<file path="config.mk">
export PLATFORM = sky130hd
export DESIGN_NAME = utf8_stream_decoder
export DESIGN_NICKNAME = d
export VERILOG_FILES = /design/src/rtl/core/u8dec_pkg.sv /design/src/rtl/core/u8dec_cfg.sv /design/src/rtl/core/u8dec_core.sv /design/src/rtl/core/u8dec_outbuf.sv /design/src/rtl/core/utf8_stream_decoder.sv
export SDC_FILE = /design/constraint.sdc
export NUM_CORES = 1
export LEC_CHECK = 0
export ABC_AREA = 1
export BUFFER_PORTS_ARGS = -buffer_cell sky130_fd_sc_hd__buf_2
export CORE_MARGIN = 2
export CORE_UTILIZATION = 35
export DETAILED_ROUTE_END_ITERATION = 16
export PLACE_DENSITY_LB_ADDON = 0.25
export SLEW_MARGIN = 0
export SYNTH_ARGS = -nofsm -noshare
export SYNTH_HDL_FRONTEND = slang
export SYNTH_SLANG_ARGS = --single-unit
</file>
<file path="constraint.sdc">
create_clock -name i_clk -period 8.8 [get_ports i_clk]
set_input_delay 0.88 -clock i_clk [delete_from_list [all_inputs] [get_ports i_clk]]
set_output_delay 0.88 -clock i_clk [all_outputs]
set_load 0.02 [all_outputs]
</file>
<file path="src/rtl/core/u8dec_pkg.sv">
// Shared types and constants for the UTF-8 stream decoder.
// No dependencies; imported by every module of the block.
`default_nettype none

package u8dec_pkg;

    localparam int FIELD_W    = 24;
    localparam int CODE_W     = 31;
    localparam int CFG_ADDR_W = 3;
    localparam int CFG_DATA_W = 32;

    localparam logic [FIELD_W-1:0] BUF_CHARS_RESET = 24'd1024;

    // register index (paddr[2])
    localparam logic REG_BUFFER_CHARS = 1'b0;

    typedef logic [1:0] t_kind;

    localparam t_kind KIND_CHAR      = 2'd0;
    localparam t_kind KIND_END_OK    = 2'd1;
    localparam t_kind KIND_END_TRUNC = 2'd2;
    localparam t_kind KIND_BAD_LEAD  = 2'd3;

    typedef struct packed {
        t_kind               kind;
        logic [CODE_W-1:0]   code_point;
        logic [FIELD_W-1:0]  index_or_total;
        logic                stored;
    } t_result;

endpackage

`default_nettype wire

</file>
<file path="src/rtl/core/u8dec_cfg.sv">
// APB-style configuration register file: holds buffer_chars.
// Depends on u8dec_pkg.
`default_nettype none

module u8dec_cfg
    import u8dec_pkg::*;
(
    input  wire logic                  i_clk,
    input  wire logic                  i_rst_n,
    input  wire logic                  psel,
    input  wire logic                  penable,
    input  wire logic                  pwrite,
    input  wire logic [CFG_ADDR_W-1:0] paddr,
    input  wire logic [CFG_DATA_W-1:0] pwdata,
    output logic      [CFG_DATA_W-1:0] prdata,
    output logic                       pready,
    output logic      [FIELD_W-1:0]    o_buffer_chars
);

    logic [FIELD_W-1:0] r_buffer_chars;
    logic [FIELD_W-1:0] n_buffer_chars;
    logic               wr_en;

    assign pready = 1'b1;
    assign wr_en  = psel & penable & pwrite & (paddr[2] == REG_BUFFER_CHARS);

    always_comb begin
        n_buffer_chars = r_buffer_chars;
        if (wr_en) begin
            n_buffer_chars = pwdata[FIELD_W-1:0];
        end
    end

    always_ff @(posedge i_clk) begin
        if (!i_rst_n) begin
            r_buffer_chars <= BUF_CHARS_RESET;
        end else begin
            r_buffer_chars <= n_buffer_chars;
        end
    end

    always_comb begin
        prdata = '0;
        if (paddr[2] == REG_BUFFER_CHARS) begin
            prdata = {{(CFG_DATA_W-FIELD_W){1'b0}}, r_buffer_chars};
        end
    end

    assign o_buffer_chars = r_buffer_chars;

endmodule

`default_nettype wire

</file>
<file path="src/rtl/core/u8dec_core.sv">
// Decode state (bytes due, partial code point, character count) and the
// per-byte datapath producing at most one result. Depends on u8dec_pkg.
`default_nettype none

module u8dec_core
    import u8dec_pkg::*;
#(
    parameter int COUNT_BITS = 24
) (
    input  wire logic               i_clk,
    input  wire logic               i_rst_n,
    input  wire logic               i_accept,
    input  wire logic [7:0]         i_data_byte,
    input  wire logic [FIELD_W-1:0] i_buffer_chars,
    output logic                    o_res_valid,
    output t_result                 o_res
);

    localparam int CMP_W = (COUNT_BITS > FIELD_W) ? COUNT_BITS : FIELD_W;
    localparam int TOT_W = COUNT_BITS + 1;

    logic [2:0]            r_bytes_left, n_bytes_left;
    logic [CODE_W-1:0]     r_partial, n_partial;
    logic [COUNT_BITS-1:0] r_char_count, n_char_count;

    logic [CODE_W-1:0]     shifted;
    logic [COUNT_BITS-1:0] count_inc;
    logic [TOT_W-1:0]      total_wide;
    logic [FIELD_W-1:0]    index_sat;
    logic [FIELD_W-1:0]    total_sat;
    logic [CMP_W-1:0]      count_ext;
    logic [CMP_W-1:0]      buf_ext;
    logic                  below_buf;

    assign shifted    = {r_partial[CODE_W-7:0], i_data_byte[5:0]};
    assign count_inc  = (&r_char_count) ? r_char_count : r_char_count + 1'b1;
    assign total_wide = {1'b0, r_char_count} + 1'b1;
    assign count_ext  = CMP_W'(r_char_count);
    assign buf_ext    = CMP_W'(i_buffer_chars);
    assign below_buf  = count_ext < buf_ext;

    generate
        if (COUNT_BITS > FIELD_W) begin : g_idx_clamp
            assign index_sat = (|r_char_count[COUNT_BITS-1:FIELD_W]) ?
                               {FIELD_W{1'b1}} : r_char_count[FIELD_W-1:0];
        end else begin : g_idx_ext
            assign index_sat = FIELD_W'(r_char_count);
        end
        if (TOT_W > FIELD_W) begin : g_tot_clamp
            assign total_sat = (|total_wide[TOT_W-1:FIELD_W]) ?
                               {FIELD_W{1'b1}} : total_wide[FIELD_W-1:0];
        end else begin : g_tot_ext
            assign total_sat = FIELD_W'(total_wide);
        end
    endgenerate

    always_comb begin
        n_bytes_left  = r_bytes_left;
        n_partial     = r_partial;
        n_char_count  = r_char_count;
        o_res_valid   = 1'b0;
        o_res         = '0;
        o_res.kind    = KIND_CHAR;
        if (i_accept) begin
            if (r_bytes_left != 3'd0) begin
                n_partial    = shifted;
                n_bytes_left = r_bytes_left - 3'd1;
                if (r_bytes_left == 3'd1) begin
                    o_res_valid          = 1'b1;
                    o_res.code_point     = shifted;
                    o_res.index_or_total = index_sat;
                    o_res.stored         = below_buf;
                    n_char_count         = count_inc;
                end
            end else if (i_data_byte == 8'h00) begin
                o_res_valid          = 1'b1;
                o_res.kind           = below_buf ? KIND_END_OK : KIND_END_TRUNC;
                o_res.index_or_total = total_sat;
                n_char_count         = '0;
            end else if (!i_data_byte[7]) begin
                o_res_valid          = 1'b1;
                o_res.code_point     = CODE_W'(i_data_byte);
                o_res.index_or_total = index_sat;
                o_res.stored         = below_buf;
                n_char_count         = count_inc;
            end else if ((i_data_byte & 8'hfe) == 8'hfc) begin
                n_bytes_left = 3'd5;
                n_partial    = CODE_W'(i_data_byte & 8'h01);
            end else if ((i_data_byte & 8'hfc) == 8'hf8) begin
                n_bytes_left = 3'd4;
                n_partial    = CODE_W'(i_data_byte & 8'h03);
            end else if ((i_data_byte & 8'hf8) == 8'hf0) begin
                n_bytes_left = 3'd3;
                n_partial    = CODE_W'(i_data_byte & 8'h07);
            end else if ((i_data_byte & 8'hf0) == 8'he0) begin
                n_bytes_left = 3'd2;
                n_partial    = CODE_W'(i_data_byte & 8'h0f);
            end else if ((i_data_byte & 8'he0) == 8'hc0) begin
                n_bytes_left = 3'd1;
                n_partial    = CODE_W'(i_data_byte & 8'h1f);
            end else begin
                o_res_valid          = 1'b1;
                o_res.kind           = KIND_BAD_LEAD;
                o_res.index_or_total = index_sat;
            end
        end
    end

    always_ff @(posedge i_clk) begin
        if (!i_rst_n) begin
            r_bytes_left <= '0;
            r_partial    <= '0;
            r_char_count <= '0;
        end else begin
            r_bytes_left <= n_bytes_left;
            r_partial    <= n_partial;
            r_char_count <= n_char_count;
        end
    end

endmodule

`default_nettype wire

</file>
<file path="src/rtl/core/u8dec_outbuf.sv">
// Result register plus one skid entry; stall to the input side is registered.
// Depends on u8dec_pkg.
`default_nettype none

module u8dec_outbuf
    import u8dec_pkg::*;
(
    input  wire logic    i_clk,
    input  wire logic    i_rst_n,
    input  wire logic    i_push,
    input  wire t_result i_res,
    input  wire logic    i_stall,
    output logic         o_valid,
    output logic         o_full,
    output t_result      o_res
);

    logic    r_out_valid, n_out_valid;
    logic    r_skid_valid, n_skid_valid;
    t_result r_out, n_out;
    t_result r_skid, n_skid;
    logic    out_free;

    assign out_free = ~r_out_valid | ~i_stall;

    always_comb begin
        n_out_valid  = r_out_valid;
        n_skid_valid = r_skid_valid;
        n_out        = r_out;
        n_skid       = r_skid;
        if (out_free) begin
            if (r_skid_valid) begin
                n_out        = r_skid;
                n_out_valid  = 1'b1;
                n_skid_valid = 1'b0;
            end else if (i_push) begin
                n_out       = i_res;
                n_out_valid = 1'b1;
            end else begin
                n_out_valid = 1'b0;
            end
        end else if (i_push) begin
            n_skid       = i_res;
            n_skid_valid = 1'b1;
        end
    end

    always_ff @(posedge i_clk) begin
        if (!i_rst_n) begin
            r_out_valid  <= 1'b0;
            r_skid_valid <= 1'b0;
        end else begin
            r_out_valid  <= n_out_valid;
            r_skid_valid <= n_skid_valid;
        end
    end

    always_ff @(posedge i_clk) begin
        r_out  <= n_out;
        r_skid <= n_skid;
    end

    assign o_valid = r_out_valid;
    assign o_full  = r_skid_valid;
    assign o_res   = r_out;

endmodule

`default_nettype wire

</file>
<file path="src/rtl/core/utf8_stream_decoder.sv">
// Top level of the UTF-8 stream decoder (1- to 6-byte forms).
// Depends on u8dec_pkg, u8dec_cfg, u8dec_core and u8dec_outbuf.
//
// One byte is taken per cycle while o_stall is low; its result (if any) goes
// to a result register plus one skid entry that part the two channels, so
// o_stall rises only when the downstream side has held off a result and a
// second one is waiting; it is a register output. Result kinds: character
// with index, end ok, end truncated (count at or above buffer_chars),
// invalid lead byte skipped. buffer_chars sits at byte address 0 of the APB
// port; the user must write it only while the block is idle (not enforced).
`default_nettype none

module utf8_stream_decoder
    import u8dec_pkg::*;
#(
    parameter int COUNT_BITS = 24
) (
    input  wire logic                  i_clk,
    input  wire logic                  i_rst_n,
    input  wire logic                  i_valid,
    output logic                       o_stall,
    input  wire logic [7:0]            i_data_byte,
    output logic                       o_valid,
    input  wire logic                  i_stall,
    output logic      [1:0]            o_kind,
    output logic      [CODE_W-1:0]     o_code_point,
    output logic      [FIELD_W-1:0]    o_index_or_total,
    output logic                       o_stored,
    input  wire logic                  psel,
    input  wire logic                  penable,
    input  wire logic                  pwrite,
    input  wire logic [CFG_ADDR_W-1:0] paddr,
    input  wire logic [CFG_DATA_W-1:0] pwdata,
    output logic      [CFG_DATA_W-1:0] prdata,
    output logic                       pready
);

    logic               buf_full;
    logic               accept;
    logic               res_valid;
    logic [FIELD_W-1:0] buffer_chars;
    t_result            res;
    t_result            out_res;

    assign o_stall = buf_full;
    assign accept  = i_valid & ~buf_full;

    u8dec_cfg u_cfg (
        .i_clk          (i_clk),
        .i_rst_n        (i_rst_n),
        .psel           (psel),
        .penable        (penable),
        .pwrite         (pwrite),
        .paddr          (paddr),
        .pwdata         (pwdata),
        .prdata         (prdata),
        .pready         (pready),
        .o_buffer_chars (buffer_chars)
    );

    u8dec_core #(
        .COUNT_BITS (COUNT_BITS)
    ) u_core (
        .i_clk          (i_clk),
        .i_rst_n        (i_rst_n),
        .i_accept       (accept),
        .i_data_byte    (i_data_byte),
        .i_buffer_chars (buffer_chars),
        .o_res_valid    (res_valid),
        .o_res          (res)
    );

    u8dec_outbuf u_outbuf (
        .i_clk   (i_clk),
        .i_rst_n (i_rst_n),
        .i_push  (res_valid),
        .i_res   (res),
        .i_stall (i_stall),
        .o_valid (o_valid),
        .o_full  (buf_full),
        .o_res   (out_res)
    );

    assign o_kind           = out_res.kind;
    assign o_code_point     = out_res.code_point;
    assign o_index_or_total = out_res.index_or_total;
    assign o_stored         = out_res.stored;

endmodule

`default_nettype wire

</file>
==> impl_metrics.py, run 1 <==
metrics = {
    "run_status": {
        "status": "finished, final reports clean",
    },
    "synthesis": {
        "synthArstFlopShare": 0,
        "synth_commonest_cells": "nand2_1 (313), edfxtp_1 (116), inv_1 (112)",
        "synth_ff_type": "edfxtp_1",
        "post_synth.cell_area_avg_um2": 8.371,
        "netlist_instances": 1157,
        "synthDistinctLibCells": 42,
        "syn-cell-area_mm2": 0.009686,
        "yosysTopAreaCellShare": 0.3596,
        "ys_ff_latch": 194,
        "yosys-top-cells-area": "edfxtp_1 (36%), dfxtp_1 (16%), nand2_1 (12%)",
        "ys_seq_area_frac": 0.5209,
        "ys_warn_count": 0,
        "synth_edf_count": 116,
        "synth_most_common_cell": "nand2_1",
        "synth_area_leader_cell": "edfxtp_1",
    },
    "grt": {
        "grt.total_usage": 0.1714,
        "grt_pass1_vias": 7373,
        "grt_pass1_wl_um": 39050,
        "grt_max_degree": 61,
        "antenna_found_initial": 0,
        "grt.overflow.total": 0,
    },
    "worst_setup_path": {
        "timing.rr.end": "u_outbuf.r_skid[4]$_DFFE_PP_",
        "cp_num_buf_inv": 5,
        "path_cells": "inv_1 -> ha_1 -> inv_1 -> nor2_4 -> inv_2 -> nor2_2 -> o21ai_4 -> inv_2 -> a21oi_2 -> nor2_4 -> buf_4",
        "crit_fanout": 45,
        "worst-endpoint-required_ns": 8.88,
        "reg2regPathDepth": 11,
        "crit_type": "flop to flop",
        "reg2reg_from": "u_core.r_bytes_left[0]$_SDFFE_PN0P_",
        "ff2ff_setup_slack_ns": 5.24,
        "crit_path_max_incr_delay_ns": 0.62,
        "critPathTopFamily": "buffers and inverters",
        "crit_path_end_kind": "flop",
        "crit_path_start_kind": "flop",
        "arrival_ns": 3.64,
        "cpMaxStageDelayCell": "buf_4",
    },
    "clock_tree": {
        "cts_buffer_depth": 2,
        "cts_tree": "built",
        "cts_root_buffer": "clkbuf_16",
        "holdBufCountCts": 0,
        "htree_levels": 4,
        "cts_sinks": 194,
        "ctsResizeCount": 0,
        "post-cts-setup-buffer-count": 0,
        "path_clk_slew_ns": 0.09,
        "clkLatencyLatePin_ns": 0.45,
        "numCtsBuffers": 17,
    },
    "power": {
        "clockPowerShare": 0.347,
        "cellLeakagePower_nw": 4.727,
        "p_comb_frac": 0.188,
        "power.internal_mw": 1.609,
        "pwr-share-seq": 0.465,
        "swShare": 0.3366,
        "vdd_drop_max_mv": 0.1365,
        "power_switching_mw": 0.8165,
        "cellPowerDensity_mw_per_mm2": 218.3,
    },
    "sta": {
        "tightest_slew_ns": 1.134,
        "fmax_ghz": 0.2809,
        "grt_setup_unrepaired": "false",
        "layout_min_cycle_time_ns": 3.560,
        "slew_viol_final": 0,
        "tns_ns": 0,
        "period_share": 0.4045,
        "fin_skew_ns": 0.01318,
        "setup_viol": 0,
        "timing_hold_violations_final": 0,
        "relSlewSlack": 0.2395,
    },
    "floorplanning": {
        "die_h_um": 170.4,
        "rows": 60,
        "core_mm2": 0.02703,
        "io_pins": 143,
        "start_util": 0.3584,
        "dieArea_mm2": 0.02902,
        "die-width_um": 170.4,
    },
    "layout": {
        "area_growth_pct": 14.74,
        "n_antenna_cell": 0,
        "nNetsFinal": 1325,
        "fin_area_mm2": 0.01111,
        "drive_gt1_frac": 0.1618,
        "n_fill_cell": 2740,
    },
    "route": {
        "routed_wl_um": 24410,
        "drcViolationCount": 0,
        "drtAntennaViolNets": 0,
        "viasPerCell": 4.836,
        "drt_iter0_drc": 563,
        "num_vias": 7748,
        "wire_per_inst_um": 15.23,
        "firstDrtPassIters": 5,
    },
    "min_path": {
        "worstHoldPathCells": 2,
        "min_from": "u_core.r_partial[19]$_SDFFE_PN0P_",
        "hold_end": "u_core.r_partial[19]$_SDFFE_PN0P_",
        "hold_class": "flop to flop",
    },
    "place": {
        "routabilityCongestion": 0.8674,
        "portBuffers": 123,
        "dpl_cell_area_mm2": 0.01046,
        "hpwl_um": 16470,
    },
    "flow_run": {
        "drv_cap": 0,
    },
}
[how the worst max path moves through the flow]
stage	start	end	slack, ns	depth (start not counted)
floorplan	i_data_byte[4]	u_outbuf.r_skid[0]$_DFFE_PP_	4.48	6
global placement	u_core.r_bytes_left[0]$_SDFFE_PN0P_	u_outbuf.r_skid[3]$_DFFE_PP_	5.25	11
detailed placement	u_core.r_bytes_left[0]$_SDFFE_PN0P_	u_outbuf.r_skid[3]$_DFFE_PP_	5.20	11
CTS	u_core.r_bytes_left[0]$_SDFFE_PN0P_	u_outbuf.r_skid[4]$_DFFE_PP_	5.17	11
global route	u_core.r_bytes_left[0]$_SDFFE_PN0P_	u_outbuf.r_skid[4]$_DFFE_PP_	4.92	11
finish	u_core.r_bytes_left[0]$_SDFFE_PN0P_	u_outbuf.r_skid[4]$_DFFE_PP_	5.24	11
[state kept, by name, summed over array words and instances (netlist names)]
name,cells
u_core.count_ext,24
u_cfg.o_buffer_chars,24
u_core.r_bytes_left,3
u_outbuf.o_res,58
u_core.r_partial,25
u_outbuf.o_full,1
u_outbuf.r_skid,58
u_outbuf.o_valid,1
[area by class of cell]
| type | count | area (um^2) | share of cell area |
|---|---|---|---|
| timing repair buffer | 129 | 660.6 | 0.05945 |
| tap | 341 | 426.7 | 0.03839 |
| clock inverter | 15 | 231.5 | 0.02083 |
| clock buffer | 17 | 425.4 | 0.03828 |
| multi-input combinational | 783 | 3861 | 0.3474 |
| sequential | 194 | 5046 | 0.4541 |
| inverter | 123 | 461.7 | 0.04154 |
[cells in the final DEF (no fill, tap or decap), types with 3 or more instances in the layout]
cell and n:
inv_2 9, o21ai_0 69, clkbuf_16 17, a21o_1 8, buf_4 6, o21ai_1 23, nand2_1 313, nor3_1 18
nand2_2 10, conb_1 9, nor2_1 98, inv_1 111, nand3_1 46, dfxtp_1 77, edfxtp_1 116, xor2_1 13
nor2_2 5, inv_12 4, clkinv_1 3, a21oi_1 93, nand4_1 11, ha_1 27, nor2_4 5, nand3_2 4
a211oi_1 11, clkinv_8 6, buf_2 123
[worst reg2reg max path, cell delays in order (launching register included)]
cell     delay, ns
dfxtp_1       0.33
inv_1         0.12
ha_1          0.16
inv_1         0.07
nor2_4        0.40
inv_2         0.38
nor2_2        0.26
o21ai_4       0.07
inv_2         0.27
a21oi_2       0.11
nor2_4        0.39
buf_4         0.62
[stage by stage]
step | utilization | cells | power (mW) | setup slack, ns | hold slack (ns)
after floorplan | - | 1164 | 1.475 | 4.484 | 0.4300
after global placement | 0.3869 | 1570 | 1.603 | 5.246 | 0.4426
after detailed placement | 0.3869 | 1570 | 1.611 | 5.204 | 0.4470
after CTS | 0.4112 | 1602 | 2.451 | 5.173 | 0.4600
after global routing | 0.4112 | 1602 | 2.535 | 4.921 | 0.4753
final | 0.4112 | 1602 | 2.426 | 5.240 | 0.4653
[layer usage]
layer  GRT usage  vias to the layer above  share of wire
met4     0.04385                        0          0.010
met1      0.2374                     3561           0.50
met3     0.03233                       16          0.049
li1            -                     3971              -
met2      0.2761                      200           0.44
met5           0                        -              0
[cells by family after synthesis]
group	after synthesis	share of synthesized area
adders and majority gates	27	0.03488
other	2	0.0007754
and+or+nand+nor	517	0.2244
DFF	194	0.5209
buffers and inverters	187	0.08474
xor gates and xnor gates	15	0.01356
AOI/OAI and AO/OA	215	0.1208
[power by group through the flow]
stage	combinational, mW	sequential (mW)	clock, mW
2_1_floorplan	0.250	1.22	0
3_3_place_gp	0.455	1.15	0
3_5_place_dp	0.462	1.15	0
4_1_cts	0.463	1.13	0.859
5_1_grt	0.507	1.14	0.889
6_report	0.457	1.13	0.841
No activity file was read; power rests on OpenSTA's default activity.
==> run 2: changes to the inputs <==
==> constraint.sdc (replaced) <==
create_clock -name i_clk -period 3.71 [get_ports i_clk]
set_input_delay 0.371 -clock i_clk [delete_from_list [all_inputs] [get_ports i_clk]]
set_output_delay 0.371 -clock i_clk [all_outputs]
set_load 0.02 [all_outputs]
==> run 2 against run 1 <==
Combinational power is 140% higher. Critical path depth rose by 2. Cell area rose by 0.53%. Clock power rose by 140%. Via count grew 0.41%. Die area did not move. Power increased by 140%. Global-route usage down 0.21 points. Routed wire length decreased by 1.7%. Critical path type unchanged. Critical endpoint is now u_outbuf.o_res[52]$_DFFE_PP_. Highest routed layer unchanged.
==> impl_metrics.py, run 2 (synthesis results as in run 1) <==
metrics = {
    "run_status": {
        "status": "finished, final reports clean",
    },
    "min_path": {
        "hold_class": "input pin to flop",
        "worstHoldPathCells": 3,
    },
    "route": {
        "drcViolationCount": 0,
        "firstDrtPassIters": 5,
        "routed_wl_um": 23990,
        "num_vias": 7780,
        "wire_per_inst_um": 14.92,
        "viasPerCell": 4.838,
        "drt_iter0_drc": 578,
        "drtAntennaViolNets": 0,
    },
    "grt": {
        "grt.overflow.total": 0,
        "antenna_found_initial": 0,
        "grt_max_degree": 60,
        "grt.total_usage": 0.1693,
        "grt_pass1_wl_um": 38300,
        "grt_pass1_vias": 7263,
    },
    "layout": {
        "nNetsFinal": 1331,
        "n_fill_cell": 2737,
        "final_common_cell": "nand2_1",
        "n_antenna_cell": 0,
        "fin_area_mm2": 0.01117,
        "layout_common_cells": "nand2_1 (313), buf_2 (123), edfxtp_1 (116), inv_1 (111), nor2_1 (98)",
        "area_growth_pct": 15.35,
        "drive_gt1_frac": 0.1657,
    },
    "clock_tree": {
        "cts_buffer_depth": 2,
        "clkLatencyLatePin_ns": 0.46,
        "path_clk_slew_ns": 0.08,
        "post-cts-setup-buffer-count": 0,
        "ctsResizeCount": 0,
        "htree_levels": 4,
        "cts_root_buffer": "clkbuf_16",
        "cts_tree": "built",
        "cts_sinks": 194,
        "numCtsBuffers": 17,
        "holdBufCountCts": 0,
    },
    "place": {
        "routabilityCongestion": 0.8651,
        "place_ws_ns": 0.8609,
        "portBuffers": 123,
        "dpl_cell_area_mm2": 0.01052,
        "hpwl_um": 16600,
    },
    "power": {
        "cellLeakagePower_nw": 4.760,
        "power.total_mw": 5.769,
        "vdd_drop_max_mv": 0.2294,
        "cellPowerDensity_mw_per_mm2": 516.4,
    },
    "sta": {
        "setup_viol": 0,
        "fin_ws_ns": 0.8628,
        "tns_ns": 0,
        "grt_setup_unrepaired": "false",
        "fmax_ghz": 0.3512,
        "fin_skew_ns": 0.01488,
        "period_share": 0.7675,
        "timing_hold_violations_final": 0,
        "layout_min_cycle_time_ns": 2.847,
        "relSlewSlack": 0.2142,
        "tightest_slew_ns": 1.171,
        "slew_viol_final": 0,
    },
    "worst_setup_path": {
        "crit_path_max_incr_delay_ns": 0.41,
        "worst-endpoint-required_ns": 3.87,
        "path_cells": "inv_1 -> ha_1 -> inv_1 -> nor2_4 -> inv_2 -> nor2_2 -> o21ai_2 -> inv_2 -> a21oi_2 -> nand2_1 -> nand2_1 -> inv_2 -> buf_4",
        "crit_fanout": 32,
        "crit_path_start_kind": "flop",
        "cp_common_cell": "inv_2",
        "critPathTopFamily": "buffers and inverters",
        "crit_type": "flop to flop",
        "cpMaxStageDelayCell": "inv_2",
        "worst-path-stages": 13,
        "reg2regPathDepth": 13,
        "cp_num_buf_inv": 6,
        "arrival_ns": 3.00,
        "crit_path_end_kind": "flop",
    },
    "floorplanning": {
        "io_pins": 143,
        "die_h_um": 170.4,
        "rows": 60,
        "start_util": 0.3584,
        "dieArea_mm2": 0.02902,
        "core_mm2": 0.02703,
        "die-width_um": 170.4,
    },
    "flow_run": {
        "drv_cap": 0,
    },
}
-- run 2: changes by cell type in the layout (fill, tap and decap cells not counted) --
cell,before,now
buf_4,6,10
o21ai_4,2,1
o21ai_2,0,1
inv_16,2,1
buf_12,0,2
inv_12,4,5
-- run 2: worst register-to-register path, delay by kind of cell (launching register included) --
family / cells / cell delay (ns)
AO/OA/AOI/OAI: 2 / 0.18
adder cells (fa/ha/maj): 1 / 0.16
buffers and inverters: 6 / 1.41
flip-flops: 1 / 0.32
AND/OR/NAND/NOR: 4 / 0.47
-- run 2: metal layers --
metal,global-route usage,wire length (um)
met5,0,0
met4,0.05760,412
met3,0.02395,974
met2,0.2694,10710
met1,0.2367,11900
-- run 2: final timing paths --
kind         slack (ns)                                start                                    end
max                0.86  u_core.r_bytes_left[0]$_SDFFE_PN0P_           u_outbuf.o_res[52]$_DFFE_PP_
min                0.13                           pwdata[10]  u_cfg.o_buffer_chars[10]$_SDFFE_PN1P_
max reg2reg        0.86  u_core.r_bytes_left[0]$_SDFFE_PN0P_           u_outbuf.o_res[52]$_DFFE_PP_
min reg2reg        0.47    u_core.r_partial[24]$_SDFFE_PN0P_      u_core.r_partial[24]$_SDFFE_PN0P_
-- run 2: area by class of cell --
class / instances / area, um^2 / area share
clock buffers: 17 / 425.4 / 0.03808
clock inverters: 15 / 227.7 / 0.02038
inverters: 123 / 461.7 / 0.04133
multi-input cells: 783 / 3854 / 0.3449
flip-flops and latches: 194 / 5046 / 0.4517
well taps: 341 / 426.7 / 0.03819
repair buffers: 135 / 730.7 / 0.06540
-- run 2: report_power, final --
part	internal (mW)	switching, mW
clock	0.957	1.03
combinational	0.296	0.812
sequential	2.58	0.0981
total	3.83	1.94
-- run 2: stage by stage --
step | util | std cells | hold WS, ns
2_1_floorplan | - | 1164 | 0.4300
3_3_place_gp | 0.3892 | 1576 | 0.4429
3_5_place_dp | 0.3892 | 1576 | 0.4536
4_1_cts | 0.4134 | 1608 | 0.1151
5_1_grt | 0.4134 | 1608 | 0.1591
6_report | 0.4134 | 1608 | 0.1301
==> run 3: changes to the inputs <==
--- a/config.mk
+++ b/config.mk
@@ -5,7 +5,7 @@
 export SDC_FILE = /design/constraint.sdc
 export NUM_CORES = 1
 export LEC_CHECK = 0
-export ABC_AREA = 1
+export ABC_AREA = 0
 export BUFFER_PORTS_ARGS = -buffer_cell sky130_fd_sc_hd__buf_2
 export CORE_MARGIN = 2
 export CORE_UTILIZATION = 35
==> constraint.sdc (replaced) <==
create_clock -name i_clk -period 2.69 [get_ports i_clk]
set_input_delay 0.269 -clock i_clk [delete_from_list [all_inputs] [get_ports i_clk]]
set_output_delay 0.269 -clock i_clk [all_outputs]
set_load 0.02 [all_outputs]
==> run 3 against run 2 <==
Register-to-register slack got worse by 0.69 ns. Power increased by 40%. Fmax increased by 13%. Die area decreased by 0.63%. Critical path depth decreased by 6. Highest routed layer unchanged. First-iteration DRC count increased by 11%. Clock power increased by 39%. Via count increased by 1.9%. Routed wire length increased by 9.0%.
==> impl_metrics.py, run 3 <==
metrics = {
    "run_status": {
        "status": "finished, final reports clean",
    },
    "route": {
        "firstDrtPassIters": 5,
        "drcViolationCount": 0,
        "routed_wl_um": 26160,
        "drtAntennaViolNets": 0,
        "wire_per_inst_um": 17.77,
        "drt_iter0_drc": 643,
        "viasPerCell": 5.387,
        "num_vias": 7929,
    },
    "synthesis": {
        "yosys-top-cells-area": "edfxtp_1 (36%), dfxtp_1 (16%), nand2_1 (5.0%)",
        "synthArstFlopShare": 0,
        "synth_most_common_cell": "nand2_1",
        "ys_warn_count": 0,
        "ys_ff_latch": 194,
        "synth_edf_count": 116,
        "synthDistinctLibCells": 74,
        "netlist_instances": 991,
        "ys_seq_area_frac": 0.5242,
        "yosysTopAreaCellShare": 0.3620,
        "synth_ff_type": "edfxtp_1",
        "post_synth.cell_area_avg_um2": 9.710,
        "syn-cell-area_mm2": 0.009623,
        "synth_area_leader_cell": "edfxtp_1",
        "synth_commonest_cells": "nand2_1 (128), edfxtp_1 (116), a21oi_1 (84)",
    },
    "floorplanning": {
        "dieArea_mm2": 0.02884,
        "io_pins": 143,
        "die-width_um": 169.8,
        "rows": 60,
        "core_mm2": 0.02695,
        "die_h_um": 169.8,
        "start_util": 0.3571,
    },
    "flow_run": {
        "drv_cap": 0,
    },
    "sta": {
        "timing_hold_violations_final": 0,
        "setup_viol": 0,
        "fmax_ghz": 0.3966,
        "tightest_slew_ns": 0.9999,
        "grt_setup_unrepaired": "false",
        "fin_skew_ns": 0.01656,
        "tns_ns": 0,
        "period_share": 0.9374,
        "whs_ns": 0.04742,
        "relSlewSlack": 0.3299,
        "layout_min_cycle_time_ns": 2.522,
        "slew_viol_final": 0,
    },
    "place": {
        "portBuffers": 123,
        "dpl_cell_area_mm2": 0.01085,
        "routabilityCongestion": 0.9058,
        "hpwl_um": 18560,
    },
    "worst_setup_path": {
        "crit_path_max_incr_delay_ns": 0.51,
        "path_cells": "ha_1 -> a21oi_1 -> o21ai_0 -> a2111oi_1 -> buf_4 -> o21ai_0 -> o211ai_1",
        "arrival_ns": 2.80,
        "ff2ff_setup_slack_ns": 0.17,
        "crit_fanout": 6,
        "crit_path_start_kind": "flop",
        "cp_common_cell": "o21ai_0",
        "crit_path_end_kind": "flop",
        "reg2regPathDepth": 7,
        "timing.rr.end": "u_outbuf.o_res[56]$_DFFE_PP_",
        "crit_type": "flop to flop",
        "cpMaxStageDelayCell": "dfxtp_1",
        "reg2reg_from": "u_core.count_ext[19]$_SDFFE_PN0P_",
        "worst-endpoint-required_ns": 2.97,
    },
    "grt": {
        "grt_max_degree": 59,
        "grt.total_usage": 0.1836,
        "grt_pass1_vias": 7499,
        "antenna_found_initial": 0,
        "grt.overflow.total": 0,
        "grt_pass1_wl_um": 41590,
    },
    "min_path": {
        "hold_class": "input pin to flop",
        "worstHoldPathCells": 3,
        "min_from": "pwdata[10]",
        "hold_end": "u_cfg.o_buffer_chars[10]$_SDFFE_PN1P_",
    },
    "clock_tree": {
        "numCtsBuffers": 17,
        "cts_buffer_depth": 2,
        "cts_tree": "built",
        "htree_levels": 4,
        "clkLatencyLatePin_ns": 0.45,
        "cts_sinks": 194,
        "cts_root_buffer": "clkbuf_16",
        "path_clk_slew_ns": 0.08,
        "post-cts-setup-buffer-count": 0,
    },
    "layout": {
        "nNetsFinal": 1195,
        "n_antenna_cell": 0,
        "final_common_cell": "nand2_1",
        "finish.utilization": 0.4264,
        "drive_gt1_frac": 0.2157,
        "fin_area_mm2": 0.01149,
        "area_growth_pct": 19.43,
        "layout_common_cells": "nand2_1 (128), buf_2 (123), edfxtp_1 (116), a21oi_1 (83), dfxtp_1 (77)",
    },
    "power": {
        "cellPowerDensity_mw_per_mm2": 702.9,
        "vdd_drop_max_mv": 0.3198,
        "power.total_mw": 8.078,
        "cellLeakagePower_nw": 4.537,
    },
}
==> run 3: cell count changes in the layout (fill, tap and decap cells not counted), sizes merged, moves of 10 or more <==
cell    before  now
nand2      325  129
inv        129   46
buf        135  187
nor2       108   59
o21ai       94   52
a21o         8   43
and2         1   33
o211ai       1   17
a311oi       0   14
a21oi       95   84
xor2        13    2
nand4       11   21
==> run 3: what timing repair did <==
action                     4_1_cts  5_1_grt
setup endpoints to repair        0        2
hold buffers                     0        0
gates resized for setup          0        1
==> run 3: worst max-delay path by stage <==
| stage | from | endpoint | slack, ns | cells after the start |
|---|---|---|---|---|
| final | u_core.count_ext[19]$_SDFFE_PN0P_ | u_outbuf.o_res[56]$_DFFE_PP_ | 0.17 | 7 |
| after global routing | u_core.count_ext[17]$_SDFFE_PN0P_ | u_outbuf.o_res[56]$_DFFE_PP_ | 0.05 | 7 |
| after CTS | u_core.count_ext[19]$_SDFFE_PN0P_ | u_outbuf.o_res[56]$_DFFE_PP_ | 0.10 | 7 |
| after detailed placement | u_core.count_ext[19]$_SDFFE_PN0P_ | u_outbuf.o_res[56]$_DFFE_PP_ | 0.12 | 7 |
| after global placement | u_core.count_ext[19]$_SDFFE_PN0P_ | u_outbuf.o_res[56]$_DFFE_PP_ | 0.13 | 7 |
| after floorplan | u_outbuf.o_full$_SDFFE_PP0P_ | u_outbuf.o_res[0]$_DFFE_PP_ | 0.03 | 7 |
==> run 3: cell families (layout without fill, tap and decap cells) <==
family                   Yosys count  count (layout)  synth area share
AO/OA/AOI/OAI                    283             283            0.1930
XOR/XNOR                           4               4          0.003641
adder cells (fa/ha/maj)           27              27           0.03511
buffers and inverters            120             253           0.05539
flip-flops                       194             194            0.5242
multiplexers                       1               1          0.001040
other                              2               9         0.0007804
AND/OR/NAND/NOR                  360             360            0.1868
==> run 3: through the flow <==
stage,cells,setup slack [ns]
final,1472,0.1685
after global routing,1472,0.05364
after CTS,1472,0.1039
after detailed placement,1440,0.1235
after global placement,1440,0.1309
after floorplan,998,0.02649
==> run 3: area by class of cell <==
class	instances	area [um^2]
Fill cell	2633	15460
Sequential cell	194	5046
Multi-Input combinational cell	684	4101
Timing Repair Buffer	187	1146
Tap cell	341	426.7
Clock buffer	17	425.4
Clock inverter	15	219.0
Inverter	34	127.6
==> run 3: routing by layer <==
metal  share of wire  track usage  vias up
li1                -            -     3879
met1            0.49       0.2701     3714
met2            0.42       0.2767      300
met3           0.072      0.03558       36
met4           0.017      0.04757        0
met5               0            0        -
==> run 3: critical path: cells and delay by family, from the launching register on <==
family                   cells  cell delay, ns
buffers and inverters        1            0.19
flip-flops                   1            0.51
AO/OA/AOI/OAI                5            1.32
adder cells (fa/ha/maj)      1            0.32
==> run 3: report_power, final <==
group	internal (mW)	switching, mW	total (mW)	leakage [nW]
logic	0.526	1.19	1.72	2.52
registers	3.51	0.0939	3.60	1.71
clock network	1.33	1.43	2.76	0.312
total	5.36	2.72	8.08	4.54
